--- config.mk ---
export PLATFORM = sky130hd
export DESIGN_NAME = hex_record_loader_core
export DESIGN_NICKNAME = d
export VERILOG_FILES = /design/src/rtl/hrl_pkg.sv /design/src/rtl/hex_record_loader_core.sv
export VERILOG_INCLUDE_DIRS = /design/src /design/src/rtl
export SDC_FILE = /design/constraint.sdc
export NUM_CORES = 1
export LEC_CHECK = 0
export BUFFER_PORTS_ARGS = -buffer_cell sky130_fd_sc_hd__buf_2
export CAP_MARGIN = 20
export CORE_MARGIN = 4
export CORE_UTILIZATION = 35
export CTS_CLUSTER_SIZE = 8
export DETAILED_ROUTE_END_ITERATION = 10
export GPL_TIMING_DRIVEN = 1
export MAX_ROUTING_LAYER = met4
export PLACE_DENSITY = 0.57
export SYNTH_ARGS = -nofsm -noshare
export SYNTH_HDL_FRONTEND = slang
export SYNTH_SLANG_ARGS = --single-unit
--- constraint.sdc ---
create_clock -name clk_i -period 10.74 [get_ports clk_i]
set_input_delay 3.222 -clock clk_i [delete_from_list [all_inputs] [get_ports clk_i]]
set_output_delay 3.222 -clock clk_i [all_outputs]
set_load 0.005 [all_outputs]
--- src/rtl/hex_record_loader_core_defines.svh ---
// Assertion macros shared by the hex record loader RTL.
`ifndef HEX_RECORD_LOADER_CORE_DEFINES_SVH
`define HEX_RECORD_LOADER_CORE_DEFINES_SVH

// Concurrent assertion on clk_i that is switched off while rst_ni is low.
`define HRL_ASSERT(name, prop, msg) \
  name: assert property (@(posedge clk_i) disable iff (!rst_ni) prop) else $error(msg);

// Concurrent assertion on clk_i that also holds during reset.
`define HRL_ASSERT_ALWAYS(name, prop, msg) \
  name: assert property (@(posedge clk_i) prop) else $error(msg);

`endif

--- src/rtl/hrl_pkg.sv ---
// Shared constants, result codes and helper functions of the hex record loader.
package hrl_pkg;

  localparam int unsigned PAGE_BYTES  = 2048;
  localparam int unsigned PAGE_TOTAL  = 128;
  localparam int unsigned STORE_BYTES = PAGE_BYTES * PAGE_TOTAL;
  localparam int unsigned PAGE_SHIFT  = $clog2(PAGE_BYTES);
  localparam int unsigned PAGE_W      = (PAGE_TOTAL > 1) ? $clog2(PAGE_TOTAL) : 1;

  localparam int unsigned ADDR_W  = 18;
  localparam int unsigned BYTE_W  = 8;
  localparam int unsigned ERR_W   = 3;
  localparam int unsigned PAGES_W = 8;
  localparam int unsigned KIND_W  = 2;
  localparam int unsigned OUT_DATA_W = 40;

  localparam logic [9:0]  CCNT_MAX   = 10'd1023;
  localparam logic [10:0] LINE_FIXED = 11'd11;
  localparam logic [7:0]  CHAR_COLON = 8'h3A;
  localparam logic [7:0]  CHAR_LF    = 8'h0A;

  // Record types.
  localparam logic [7:0] REC_DATA = 8'd0;
  localparam logic [7:0] REC_EOF  = 8'd1;
  localparam logic [7:0] REC_EXT4 = 8'd4;
  localparam logic [7:0] REC_EXT5 = 8'd5;

  // Input command codes.
  localparam logic CMD_CHAR = 1'b0;
  localparam logic CMD_END  = 1'b1;

  // Result kinds.
  localparam logic [KIND_W-1:0] KIND_WRITE  = 2'd0;
  localparam logic [KIND_W-1:0] KIND_ACCEPT = 2'd1;
  localparam logic [KIND_W-1:0] KIND_FINISH = 2'd2;
  localparam logic [KIND_W-1:0] KIND_ERROR  = 2'd3;

  // Error codes.
  localparam logic [ERR_W-1:0] ERR_NO_COLON  = 3'd0;
  localparam logic [ERR_W-1:0] ERR_BAD_DIGIT = 3'd1;
  localparam logic [ERR_W-1:0] ERR_SHORT     = 3'd2;
  localparam logic [ERR_W-1:0] ERR_BAD_TYPE  = 3'd3;
  localparam logic [ERR_W-1:0] ERR_CHECKSUM  = 3'd4;
  localparam logic [ERR_W-1:0] ERR_ADDR_HIGH = 3'd5;

  // Decodes one ASCII hex digit; bit 4 is set when the character is a digit.
  function automatic logic [4:0] hex_nibble(input logic [7:0] c);
    logic [4:0] r;
    r = 5'd0;
    if (c >= 8'h30 && c <= 8'h39) begin
      r = {1'b1, 4'(c - 8'h30)};
    end else if (c >= 8'h41 && c <= 8'h46) begin
      r = {1'b1, 4'(c - 8'h37)};
    end else if (c >= 8'h61 && c <= 8'h66) begin
      r = {1'b1, 4'(c - 8'h57)};
    end
    return r;
  endfunction

endpackage

--- src/rtl/hex_record_loader_core.sv ---
// Hex record parser: one text character per beat in, write and status beats out.
// A result beat is registered: it is valid in the cycle after the input beat that causes it.
// Throughput: one character per cycle, sustained, while the output side keeps up.
// The single result register decouples the sides: a new beat is taken whenever the
// result register is empty or is being emptied in the same cycle.
// Reset: rst_ni clears all parser state and the result register at once; no sweep.
`include "hex_record_loader_core_defines.svh"

module hex_record_loader_core (
  input  logic        clk_i,
  input  logic        rst_ni,
  // Character stream.
  input  logic        s_axis_tvalid,
  output logic        s_axis_tready,
  input  logic [7:0]  s_axis_tdata,   // [7:0] ch
  input  logic        s_axis_tuser,   // [0] cmd
  // Result stream.
  output logic        m_axis_tvalid,
  input  logic        m_axis_tready,
  output logic [39:0] m_axis_tdata,   // [17:0] store_address, [25:18] byte_value,
                                      // [28:26] error_code, [36:29] page_count,
                                      // [39:37] zero
  output logic [1:0]  m_axis_tuser    // [1:0] kind
);

  // Where the parser stands inside the current line.
  typedef enum logic [3:0] {
    PH_COLON,
    PH_LEN,
    PH_OFS,
    PH_TYPE,
    PH_DATA,
    PH_CSUM,
    PH_EXT4,
    PH_EXT5,
    PH_REST
  } phase_e;

  // Parser state.
  phase_e                        phase_q, phase_d;
  logic [3:0]                    dcnt_q, dcnt_d;
  logic [9:0]                    ccnt_q, ccnt_d;
  logic [7:0]                    len_q, len_d;
  logic [15:0]                   ofs_q, ofs_d;
  logic [7:0]                    type_q, type_d;
  logic [7:0]                    bidx_q, bidx_d;
  logic [7:0]                    sum_q, sum_d;
  logic [31:0]                   acc_q, acc_d;
  logic [31:0]                   base_q, base_d;
  logic [hrl_pkg::PAGE_W-1:0]    hpage_q, hpage_d;
  // Set by the finish or by any error; the parser then swallows every beat.
  logic                          done_q, done_d;

  // Result register.
  logic                          out_valid_q, out_valid_d;
  logic [hrl_pkg::KIND_W-1:0]    kind_q;
  logic [hrl_pkg::ADDR_W-1:0]    addr_q;
  logic [hrl_pkg::BYTE_W-1:0]    byte_q;
  logic [hrl_pkg::ERR_W-1:0]     err_q;
  logic [hrl_pkg::PAGES_W-1:0]   pages_q;

  // Result of the current beat, before the register.
  logic                          res_valid;
  logic [hrl_pkg::KIND_W-1:0]    res_kind;
  logic [hrl_pkg::ADDR_W-1:0]    res_addr;
  logic [hrl_pkg::BYTE_W-1:0]    res_byte;
  logic [hrl_pkg::ERR_W-1:0]     res_err;
  logic [hrl_pkg::PAGES_W-1:0]   res_pages;

  logic                          in_fire;
  logic [4:0]                    nib;
  logic [31:0]                   acc_shift;
  logic [3:0]                    dcnt_inc;
  logic [3:0]                    digits_need;
  logic [9:0]                    ccnt_inc;
  logic [10:0]                   line_need;
  logic                          line_short;
  logic [31:0]                   addr_inc;
  logic [31:0]                   addr_sum;
  logic                          addr_high;
  logic [hrl_pkg::PAGE_W-1:0]    addr_page;
  logic [7:0]                    sum_byte;
  logic [7:0]                    sum_ofs;
  logic [7:0]                    bidx_inc;
  logic [hrl_pkg::PAGES_W-1:0]   page_count;

  // The input side stalls only while a result waits and the sink holds it.
  assign s_axis_tready = !out_valid_q || m_axis_tready;
  assign in_fire       = s_axis_tvalid && s_axis_tready;

  // Digit datapath: shift the new nibble into the field accumulator.
  assign nib       = hrl_pkg::hex_nibble(s_axis_tdata);
  assign acc_shift = {acc_q[27:0], nib[3:0]};
  assign dcnt_inc  = dcnt_q + 4'd1;

  always_comb begin
    case (phase_q)
      PH_OFS, PH_EXT4: digits_need = 4'd4;
      PH_EXT5:         digits_need = 4'd8;
      default:         digits_need = 4'd2;
    endcase
  end

  // The line counter saturates so that an overlong trailer cannot wrap it.
  assign ccnt_inc   = (ccnt_q != hrl_pkg::CCNT_MAX) ? ccnt_q + 10'd1 : ccnt_q;
  // A complete line carries the colon, ten fixed digits and two digits per byte.
  assign line_need  = hrl_pkg::LINE_FIXED + {2'b00, len_q, 1'b0};
  assign line_short = {1'b0, ccnt_q} < line_need;

  // One shared address adder: the current byte during data, the last byte of
  // the record at the checksum.
  always_comb begin
    if (phase_q == PH_DATA) begin
      addr_inc = {24'd0, bidx_q};
    end else if (len_q != 8'd0) begin
      addr_inc = {24'd0, 8'(len_q - 8'd1)};
    end else begin
      addr_inc = 32'd0;
    end
  end

  assign addr_sum  = base_q + {16'd0, ofs_q} + addr_inc;
  assign addr_high = addr_sum >= 32'(hrl_pkg::STORE_BYTES);
  assign addr_page = addr_sum[hrl_pkg::PAGE_SHIFT +: hrl_pkg::PAGE_W];

  // Checksum accumulation: offsets contribute both of their bytes.
  assign sum_byte   = sum_q + acc_shift[7:0];
  assign sum_ofs    = sum_q + acc_shift[15:8] + acc_shift[7:0];
  assign bidx_inc   = bidx_q + 8'd1;
  assign page_count = hrl_pkg::PAGES_W'(hpage_q) + hrl_pkg::PAGES_W'(1);

  always_comb begin
    phase_d   = phase_q;
    dcnt_d    = dcnt_q;
    ccnt_d    = ccnt_q;
    len_d     = len_q;
    ofs_d     = ofs_q;
    type_d    = type_q;
    bidx_d    = bidx_q;
    sum_d     = sum_q;
    acc_d     = acc_q;
    base_d    = base_q;
    hpage_d   = hpage_q;
    done_d    = done_q;
    res_valid = 1'b0;
    res_kind  = hrl_pkg::KIND_WRITE;
    res_addr  = '0;
    res_byte  = '0;
    res_err   = '0;
    res_pages = '0;

    if (in_fire && !done_q) begin
      if (s_axis_tuser == hrl_pkg::CMD_END) begin
        // End of input: legal at a line start or after a complete record.
        done_d    = 1'b1;
        res_valid = 1'b1;
        if (phase_q == PH_COLON || (phase_q == PH_REST && !line_short)) begin
          res_kind  = hrl_pkg::KIND_FINISH;
          res_pages = page_count;
        end else begin
          res_kind = hrl_pkg::KIND_ERROR;
          res_err  = hrl_pkg::ERR_SHORT;
        end
      end else if (phase_q == PH_COLON) begin
        if (s_axis_tdata != hrl_pkg::CHAR_COLON) begin
          done_d    = 1'b1;
          res_valid = 1'b1;
          res_kind  = hrl_pkg::KIND_ERROR;
          res_err   = hrl_pkg::ERR_NO_COLON;
        end else begin
          phase_d = PH_LEN;
          ccnt_d  = 10'd1;
          dcnt_d  = 4'd0;
          acc_d   = 32'd0;
          sum_d   = 8'd0;
          bidx_d  = 8'd0;
          len_d   = 8'd0;
          ofs_d   = 16'd0;
          type_d  = 8'd0;
        end
      end else if (phase_q == PH_REST) begin
        // Trailer of a line: only counted until the newline.
        if (s_axis_tdata == hrl_pkg::CHAR_LF) begin
          if (line_short) begin
            done_d    = 1'b1;
            res_valid = 1'b1;
            res_kind  = hrl_pkg::KIND_ERROR;
            res_err   = hrl_pkg::ERR_SHORT;
          end else if (type_q == hrl_pkg::REC_EOF) begin
            done_d    = 1'b1;
            res_valid = 1'b1;
            res_kind  = hrl_pkg::KIND_FINISH;
            res_pages = page_count;
          end else begin
            phase_d = PH_COLON;
          end
        end else begin
          ccnt_d = ccnt_inc;
        end
      end else if (s_axis_tdata == hrl_pkg::CHAR_LF) begin
        done_d    = 1'b1;
        res_valid = 1'b1;
        res_kind  = hrl_pkg::KIND_ERROR;
        res_err   = hrl_pkg::ERR_SHORT;
      end else if (!nib[4]) begin
        done_d    = 1'b1;
        res_valid = 1'b1;
        res_kind  = hrl_pkg::KIND_ERROR;
        res_err   = hrl_pkg::ERR_BAD_DIGIT;
      end else begin
        ccnt_d = ccnt_inc;
        if (dcnt_inc < digits_need) begin
          acc_d  = acc_shift;
          dcnt_d = dcnt_inc;
        end else begin
          // The field is complete: act on its value.
          acc_d  = 32'd0;
          dcnt_d = 4'd0;
          unique case (phase_q)
            PH_LEN: begin
              len_d   = acc_shift[7:0];
              sum_d   = sum_byte;
              phase_d = PH_OFS;
            end
            PH_OFS: begin
              ofs_d   = acc_shift[15:0];
              sum_d   = sum_ofs;
              phase_d = PH_TYPE;
            end
            PH_TYPE: begin
              type_d = acc_shift[7:0];
              sum_d  = sum_byte;
              case (acc_shift[7:0])
                hrl_pkg::REC_DATA: phase_d = (len_q != 8'd0) ? PH_DATA : PH_CSUM;
                hrl_pkg::REC_EOF:  phase_d = PH_REST;
                hrl_pkg::REC_EXT4: phase_d = PH_EXT4;
                hrl_pkg::REC_EXT5: phase_d = PH_EXT5;
                default: begin
                  done_d    = 1'b1;
                  res_valid = 1'b1;
                  res_kind  = hrl_pkg::KIND_ERROR;
                  res_err   = hrl_pkg::ERR_BAD_TYPE;
                end
              endcase
            end
            PH_DATA: begin
              sum_d  = sum_byte;
              bidx_d = bidx_inc;
              if (bidx_inc == len_q) begin
                phase_d = PH_CSUM;
              end
              res_valid = 1'b1;
              if (addr_high) begin
                done_d   = 1'b1;
                res_kind = hrl_pkg::KIND_ERROR;
                res_err  = hrl_pkg::ERR_ADDR_HIGH;
              end else begin
                res_kind = hrl_pkg::KIND_WRITE;
                res_addr = addr_sum[hrl_pkg::ADDR_W-1:0];
                res_byte = acc_shift[7:0];
              end
            end
            PH_CSUM: begin
              sum_d     = sum_byte;
              res_valid = 1'b1;
              if (sum_byte != 8'd0) begin
                done_d   = 1'b1;
                res_kind = hrl_pkg::KIND_ERROR;
                res_err  = hrl_pkg::ERR_CHECKSUM;
              end else if (addr_high) begin
                done_d   = 1'b1;
                res_kind = hrl_pkg::KIND_ERROR;
                res_err  = hrl_pkg::ERR_ADDR_HIGH;
              end else begin
                // The record's last byte sets the high-water page.
                if (addr_page > hpage_q) begin
                  hpage_d = addr_page;
                end
                phase_d  = PH_REST;
                res_kind = hrl_pkg::KIND_ACCEPT;
              end
            end
            PH_EXT4: begin
              base_d  = {acc_shift[15:0], 16'd0};
              phase_d = PH_REST;
            end
            PH_EXT5: begin
              base_d  = acc_shift;
              phase_d = PH_REST;
            end
            default: begin
              phase_d = phase_q;
            end
          endcase
        end
      end
    end
  end

  // A taken beat loads the register; otherwise a delivered result empties it.
  always_comb begin
    if (in_fire) begin
      out_valid_d = res_valid;
    end else if (m_axis_tready) begin
      out_valid_d = 1'b0;
    end else begin
      out_valid_d = out_valid_q;
    end
  end

  always_ff @(posedge clk_i or negedge rst_ni) begin
    if (!rst_ni) begin
      phase_q     <= PH_COLON;
      dcnt_q      <= '0;
      ccnt_q      <= '0;
      len_q       <= '0;
      ofs_q       <= '0;
      type_q      <= '0;
      bidx_q      <= '0;
      sum_q       <= '0;
      acc_q       <= '0;
      base_q      <= '0;
      hpage_q     <= '0;
      done_q      <= 1'b0;
      out_valid_q <= 1'b0;
      kind_q      <= '0;
      addr_q      <= '0;
      byte_q      <= '0;
      err_q       <= '0;
      pages_q     <= '0;
    end else begin
      phase_q     <= phase_d;
      dcnt_q      <= dcnt_d;
      ccnt_q      <= ccnt_d;
      len_q       <= len_d;
      ofs_q       <= ofs_d;
      type_q      <= type_d;
      bidx_q      <= bidx_d;
      sum_q       <= sum_d;
      acc_q       <= acc_d;
      base_q      <= base_d;
      hpage_q     <= hpage_d;
      done_q      <= done_d;
      out_valid_q <= out_valid_d;
      // The payload only moves when a taken beat produces a result.
      if (in_fire && res_valid) begin
        kind_q  <= res_kind;
        addr_q  <= res_addr;
        byte_q  <= res_byte;
        err_q   <= res_err;
        pages_q <= res_pages;
      end
    end
  end

  assign m_axis_tvalid = out_valid_q;
  assign m_axis_tuser  = kind_q;
  assign m_axis_tdata  = {3'd0, pages_q, err_q, byte_q, addr_q};

  // Once finished or failed, no new result may appear.
  `HRL_ASSERT(a_quiet_after_done, (done_q && !out_valid_q) |=> !out_valid_q,
              "result produced after finish or error")
  // Every error or finish result must latch the done flag.
  `HRL_ASSERT(a_error_sticks,
              (in_fire && res_valid && (res_kind == hrl_pkg::KIND_ERROR ||
               res_kind == hrl_pkg::KIND_FINISH)) |=> done_q,
              "finish or error did not latch")
  // Error codes stay within the defined set.
  `HRL_ASSERT(a_err_code_range,
              (out_valid_q && kind_q == hrl_pkg::KIND_ERROR) |->
              (err_q <= hrl_pkg::ERR_ADDR_HIGH),
              "undefined error code")
  // The page count reported at finish is never zero.
  `HRL_ASSERT(a_pages_nonzero,
              (out_valid_q && kind_q == hrl_pkg::KIND_FINISH) |-> (pages_q != '0),
              "zero page count at finish")
  // A waiting result is never dropped while the sink stalls.
  `HRL_ASSERT_ALWAYS(a_no_drop,
                     (rst_ni && $past(rst_ni) && $past(out_valid_q) &&
                      !$past(m_axis_tready)) |-> out_valid_q,
                     "stalled result dropped")

endmodule

==> flow_metrics.env, run 1 <==
export IMPL_firstDrtPassIters=5
export IMPL_maxSlewViolCount=0
export IMPL_path_cells="inv_1 > ha_1 > nor3b_1 > nand2_1 > nor3_1 > or3_1 > o21ai_0 > fa_1 > ha_1 > inv_1 > fa_1 > and2b_1 > o2111ai_2 > a2111oi_0 > nor3_1 > nor4_1 > o22ai_1 > nor4_4 > nand3_4 > o31ai_1"
export IMPL_worst_setup_path_type="reg -> reg"
export IMPL_slowest_stage="nor3_1"
export IMPL_worstSetupEndpoint="addr_q[7]"
export IMPL_fillCellCount=3094
export IMPL_die_y_um=185.4
export IMPL_routedWlPerCell_um=18.33
export IMPL_critical_path_buf_inv_count=2
export IMPL_setup_viol=0
export IMPL_regToRegEndpoint="addr_q[7]"
export IMPL_syn_cell_area_mm2=0.01101
export IMPL_fin_crit_sh_pct=66.83
export IMPL_dp_hpwl_um=22750
export IMPL_grtUsageTotal_pct=18.67
export IMPL_drc=0
export IMPL_critPathMaxFanout=26
export IMPL_p_leak_nw=5.877
export IMPL_h_tree_depth=4
export IMPL_slew_headroom_pct=28.71
export IMPL_first_global_vias=8581
export IMPL_final_util_pct=39.61
export IMPL_post_cts_buffers=0
export IMPL_synth_top_flop_cell="dfrtp_1"
export IMPL_cts_reportedPaths_clkPinSlew_ns=0.07
export IMPL_status="completed"
export IMPL_rows=64
export IMPL_synth_top_area_share_pct=39.53
export IMPL_worst_ir_drop_vdd_mv=0.1172
export IMPL_post_synth_num_cell_types=77
export IMPL_cts_resized_gates=0
export IMPL_worstMarginPinSlew_ns=1.061
export IMPL_synth_edf_count=0
export IMPL_insertion_delay_ns=0.44
export IMPL_wirelength_um=30390
export IMPL_yosysTopAreaCell="dfrtp_1"
export IMPL_layout_drive_gt1_share_pct=9.271
export IMPL_synthCells=1227
export IMPL_powerDensity_mw_per_mm2=106.7
export IMPL_r2r_start="len_q[0]"
export IMPL_grt_max_degree=68
export IMPL_drt_iter0_drc=670
export IMPL_grt_pass1_wl_um=48890
export IMPL_synth_seq_cells=174
export IMPL_rsz0062_at_grt="false"
export IMPL_start_util_pct=35.73
export IMPL_pre_cts_ws_ns=3.264
export IMPL_area_growth_pct=10.86
export IMPL_fin_crit_ns=7.177
export IMPL_die_area_mm2=0.03437
export IMPL_cp_depth=20
export IMPL_ant_nets=0
export IMPL_hold_viol_final=0
export IMPL_crit_path_end_kind="flip-flop"
export IMPL_critPathTopFamily="simple AND/OR/NAND/NOR gates"
export IMPL_slowest_delay_ns=0.83
export IMPL_clockRootBuffer="clkbuf_16"
export IMPL_hold_path_class="reg -> reg"
export IMPL_holdBufCountCts=0
export IMPL_worst_r2r_cell_count=20
export IMPL_max_cap_violations=0
export IMPL_die_w_um=185.4
export IMPL_grt_overflow_total=0
export IMPL_critical_path_arrival_ns=7.51
export IMPL_via_per_inst=5.376
export IMPL_synth_yosys_seq_area_share_pct=39.53
export IMPL_coreArea_mm2=0.03083
export IMPL_cts_sinks=174
export IMPL_vias=8913
export IMPL_start_kind="flip-flop"
export IMPL_numPortBuffers=53
export IMPL_synth_warnings=0
export IMPL_ys_async_sr_fraction_pct=100.0
export IMPL_startpoint="len_q[0]"
export IMPL_nets=1345
export IMPL_crit_required_ns=11.07
export IMPL_num_io_pins=57
export IMPL_antenna_found_initial=1
export IMPL_syn_avg_cell_area_um2=8.977
export IMPL_yosysMostFrequentCell="nand2_1"
export IMPL_synth_area_leaders="dfrtp_1 (40%), ha_1 (7.4%), nand2_1 (6.5%)"
export IMPL_r2r_slack_ns=3.56
export IMPL_setup_ws_ns=3.563
export IMPL_skew_ns=0.008885
export IMPL_globalplace_congestion=0.9206
export IMPL_finalPower_w=0.001303
export IMPL_numCtsBuffers=17
export IMPL_tritoncts="done"
export IMPL_cts_path_max_buffers=2
export IMPL_setup_tns_ns=0
export IMPL_antennaDiodeCount=0
export IMPL_ys_top_cells_by_count="nand2_1 (190), dfrtp_1 (174), o21ai_0 (102)"
export IMPL_timing_fmax_mhz=139.3
metrics by stage:
stage | cells | area [um2] | hold WS (ns)
after floorplan | 1229 | 11020 | 0.4420
after global placement | 1624 | 11630 | 0.4557
after detailed placement | 1625 | 11630 | 0.4627
after CTS | 1657 | 12200 | 0.4770
after global routing | 1658 | 12210 | 0.5040
final | 1658 | 12210 | 0.4717
tightest hold or removal path, cell delays in order, from the launching register on:
cell and delay (ns):
dfrtp_1 0.34, nand2_1 0.05, o31ai_1 0.05
report_power, final:
| part | total (W) | internal, W | switching (W) |
|---|---|---|---|
| clock | 0.000608 | 0.000335 | 0.000273 |
| combinational | 0.0000399 | 0.0000107 | 0.0000292 |
| sequential | 0.000655 | 0.000655 | 0 |
| total | 0.00130 | 0.00100 | 0.000303 |
layout make-up:
cell class / count / area, um2 / share of cell area, %
clock buffer: 22 / 464.2 / 3.802
clock inverter: 10 / 103.9 / 0.8505
inverter: 69 / 259.0 / 2.121
multi-input combinational: 920 / 6157 / 50.43
sequential: 174 / 4354 / 35.66
tap: 396 / 495.5 / 4.058
timing repair buffer: 67 / 376.6 / 3.084
sequential cells by signal (all words and copies together) (netlist names):
register and count:
acc_q 28, addr_q 18, base_q 32, bidx_q 8, byte_q 8, ccnt_q 10, dcnt_q 4, done_q 1
err_q 3, hpage_q 7, len_q 8, m_axis_tuser 2, m_axis_tvalid 1, ofs_q 16, pages_q 8, phase_q 4
sum_q 8, type_q 8
layer usage:
layer	GRT usage [%]	vias up	part of all wire, %
met5	-	-	0
met4	4.492	0	1.4
met3	2.965	25	3.9
met2	27.71	183	44
met1	26.83	4331	50
li1	-	4374	-
worst min-delay path by stage:
stage | cells after the start | from | slack, ns | endpoint
6_report | 2 | pages_q[4] | 0.47 | pages_q[4]
5_1_grt | 2 | base_q[11] | 0.50 | base_q[11]
4_1_cts | 2 | pages_q[2] | 0.48 | pages_q[2]
3_5_place_dp | 2 | pages_q[2] | 0.46 | pages_q[2]
3_3_place_gp | 2 | type_q[0] | 0.46 | type_q[0]
2_1_floorplan | 2 | type_q[0] | 0.44 | type_q[0]
placed cells by master, fill, tap and decap left out, types with 4 or more instances in the layout:
cell / n
a211o_1: 4
a211oi_1: 7
a21o_1: 17
a21oi_1: 49
a22o_1: 21
a31oi_1: 8
and2_1: 6
and3_1: 10
buf_2: 52
buf_4: 14
clkbuf_16: 17
clkinvlp_4: 4
dfrtp_1: 174
fa_1: 18
ha_1: 65
inv_1: 68
mux2i_1: 31
nand2_1: 190
nand2b_1: 11
nand3_1: 31
nand4_1: 10
nor2_1: 73
nor2b_1: 9
nor3_1: 20
nor3b_1: 4
nor4_1: 7
o21a_1: 11
o21ai_0: 101
o21ai_1: 17
o21bai_1: 4
o22ai_1: 11
o31ai_1: 39
o41ai_1: 5
or3_1: 8
xnor2_1: 34
xor2_1: 34
kinds of logic (layout without fill, tap and decap cells):
kind of cell,after synthesis,count (layout),share of synthesized area [%]
mux,34,34,3.124
buf+inv,135,168,4.726
flops,174,174,39.53
compound gates,326,326,19.11
xor+xnor,68,68,5.407
simple gates,406,406,17.41
other cells,1,3,0.03405
fa+ha+maj,83,83,10.66
Note: power is estimated with default switching activity, not from simulation.
==> run 2, diff against run 1 <==
- clock period: 10.74 -> 7.4 ns (I/O delays scaled with it)
==> run 2 against run 1 <==
Compared with the run above:
- first-iteration DRC count is 11% lower
- routed wire length is 0.30% higher
- clock-buffer cell count stayed put
- core utilization is 0.24 points higher
- hold slack better by 0.0018 ns
- global-route usage is 0.22 points higher
- sequential power is 45% higher
- critical path depth is 5 lower
- register-to-register slack worse by 2.2 ns
- final area is 0.60% higher
- clock skew is 0.0046 ns higher
- cell count is 0.30% higher
- critical path type is now in -> reg
- critical endpoint is now hpage_q[0]
==> flow_metrics.env, run 2 (same netlist as run 1, synthesis figures left out) <==
export IMPL_design_area_mm2=0.01228
export IMPL_num_io_pins=57
export IMPL_crit_path_end_kind="flip-flop"
export IMPL_slowest_stage="or4_1"
export IMPL_powerDensity_mw_per_mm2=158.1
export IMPL_numCtsBuffers=17
export IMPL_post_cts_buffers=0
export IMPL_slowest_delay_ns=0.68
export IMPL_max_cap_violations=0
export IMPL_coreArea_mm2=0.03083
export IMPL_path_cells="buf_2 > nor4b_1 > o311a_1 > nand2b_1 > a31oi_1 > ha_1 > o21ai_0 > nor2_1 > o31ai_1 > a21oi_1 > xor2_1 > or4_1 > nor2_1 > o2111ai_4 > mux2i_1"
export IMPL_startpoint="s_axis_tdata[3]"
export IMPL_die_area_mm2=0.03437
export IMPL_fin_crit_sh_pct=82.12
export IMPL_rsz0062_at_grt="false"
export IMPL_grt_overflow_total=0
export IMPL_crit_path_frequent_cell="nor2_1"
export IMPL_worst_ir_drop_vdd_mv=0.1708
export IMPL_final_cell_mix="nand2_1 (190), dfrtp_1 (174), o21ai_0 (101)"
export IMPL_start_kind="primary input"
export IMPL_critPathTopFamily="compound AO/OA/AOI/OAI gates"
export IMPL_regMostFlops="base_q"
export IMPL_holdPathStages=2
export IMPL_dp_hpwl_um=22710
export IMPL_holdBufCountCts=0
export IMPL_postPlaceCellArea_mm2=0.01168
export IMPL_setup_viol=0
export IMPL_numPortBuffers=53
export IMPL_antenna_found_initial=0
export IMPL_grt_max_degree=85
export IMPL_worst_r2r_cell_count=21
export IMPL_regToRegEndpoint="addr_q[7]"
export IMPL_critical_path_buf_inv_count=1
export IMPL_insertion_delay_ns=0.44
export IMPL_hold_viol_final=0
export IMPL_slew_headroom_pct=39.03
export IMPL_critPathMaxFanout=9
export IMPL_status="completed"
export IMPL_skew_ns=0.01353
export IMPL_grtUsageTotal_pct=18.88
export IMPL_via_per_inst=5.364
export IMPL_tritoncts="done"
export IMPL_top_regs="base_q (32), acc_q (28), addr_q (18)"
export IMPL_vias=8920
export IMPL_clockRootBuffer="clkbuf_16"
export IMPL_start_util_pct=35.73
export IMPL_cts_resized_gates=0
export IMPL_layout_commonest_cell="nand2_1"
export IMPL_final_util_pct=39.85
export IMPL_worstMarginPinSlew_ns=0.9122
export IMPL_globalplace_congestion=0.9400
export IMPL_setup_tns_ns=0
export IMPL_worst_setup_path_type="in -> reg"
export IMPL_rows=64
export IMPL_largest_reg_flops=32
export IMPL_grt_pass1_wl_um=49510
export IMPL_die_w_um=185.4
export IMPL_antennaDiodeCount=0
export IMPL_crit_required_ns=7.69
export IMPL_critical_path_arrival_ns=6.37
export IMPL_first_global_vias=8802
export IMPL_p_leak_nw=5.921
export IMPL_fillCellCount=3107
export IMPL_holdWs_ns=0.4735
export IMPL_die_y_um=185.4
export IMPL_cp_depth=15
export IMPL_worstSetupEndpoint="hpage_q[0]"
export IMPL_min_from="pages_q[1]"
export IMPL_cts_path_max_buffers=2
export IMPL_layout_drive_gt1_share_pct=9.629
export IMPL_nets=1351
export IMPL_ant_nets=0
export IMPL_firstDrtPassIters=6
export IMPL_cts_reportedPaths_clkPinSlew_ns=0.07
export IMPL_drc=0
export IMPL_drt_iter0_drc=593
export IMPL_cts_sinks=174
export IMPL_h_tree_depth=4
export IMPL_routedWlPerCell_um=18.33
export IMPL_r2r_start="len_q[0]"
export IMPL_maxSlewViolCount=0
export IMPL_timing_fmax_mhz=164.6
export IMPL_hold_path_class="reg -> reg"
export IMPL_r2r_slack_ns=1.32
export IMPL_wirelength_um=30480
export IMPL_fin_crit_ns=6.077
export IMPL_area_growth_pct=11.53
## run 2: how the worst min path moves through the flow
stage,slack [ns],endpoint
2_1_floorplan,0.44,type_q[0]
3_3_place_gp,0.46,type_q[0]
3_5_place_dp,0.46,pages_q[1]
4_1_cts,0.48,pages_q[1]
5_1_grt,0.50,pages_q[3]
6_report,0.47,pages_q[1]
## run 2: routing by layer
layer / routed length (um) / global-route usage, %
met2: 13560 / 28.24
met1: 15100 / 26.90
met3: 1316 / 2.789
met4: 501 / 5.021
met5: 0 / -
## run 2: worst register-to-register path: cells and delay by family (launching register included)
kind,cells,cell delay [ns]
simple gates,9,2.26
compound gates,5,1.60
fa+ha+maj,4,1.24
flops,1,0.47
buf+inv,3,0.38
## run 2: report_power, final
group	switching (W)	internal [W]	leakage, nW	total (W)
sequential	0	0.000951	2.33	0.000951
combinational	0.0000427	0.0000156	3.31	0.0000582
clock	0.000385	0.000549	0.283	0.000933
total	0.000427	0.00152	5.92	0.00194
## run 2: final cells by class
class                   instances  area (um2)  share of cell area (%)
flip-flops and latches        174        4354                   35.45
clock inverters                 9       135.1                   1.100
clock buffers                  22       464.2                   3.779
multi-input cells             920        6157                   50.12
repair buffers                 73       419.2                   3.412
well taps                     396       495.5                   4.033
inverters                      69       259.0                   2.108
## run 2: stage by stage
| step | worst slack (ns) | instances | power [W] |
|---|---|---|---|
| global placement | 1.015 | 1630 | 0.001028 |
| floorplan | 1.608 | 1229 | 0.0009952 |
| CTS | 1.342 | 1662 | 0.001966 |
| finish | 1.323 | 1663 | 0.001943 |
| global route | 0.8609 | 1663 | 0.002010 |
| detailed placement | 0.9207 | 1631 | 0.001029 |
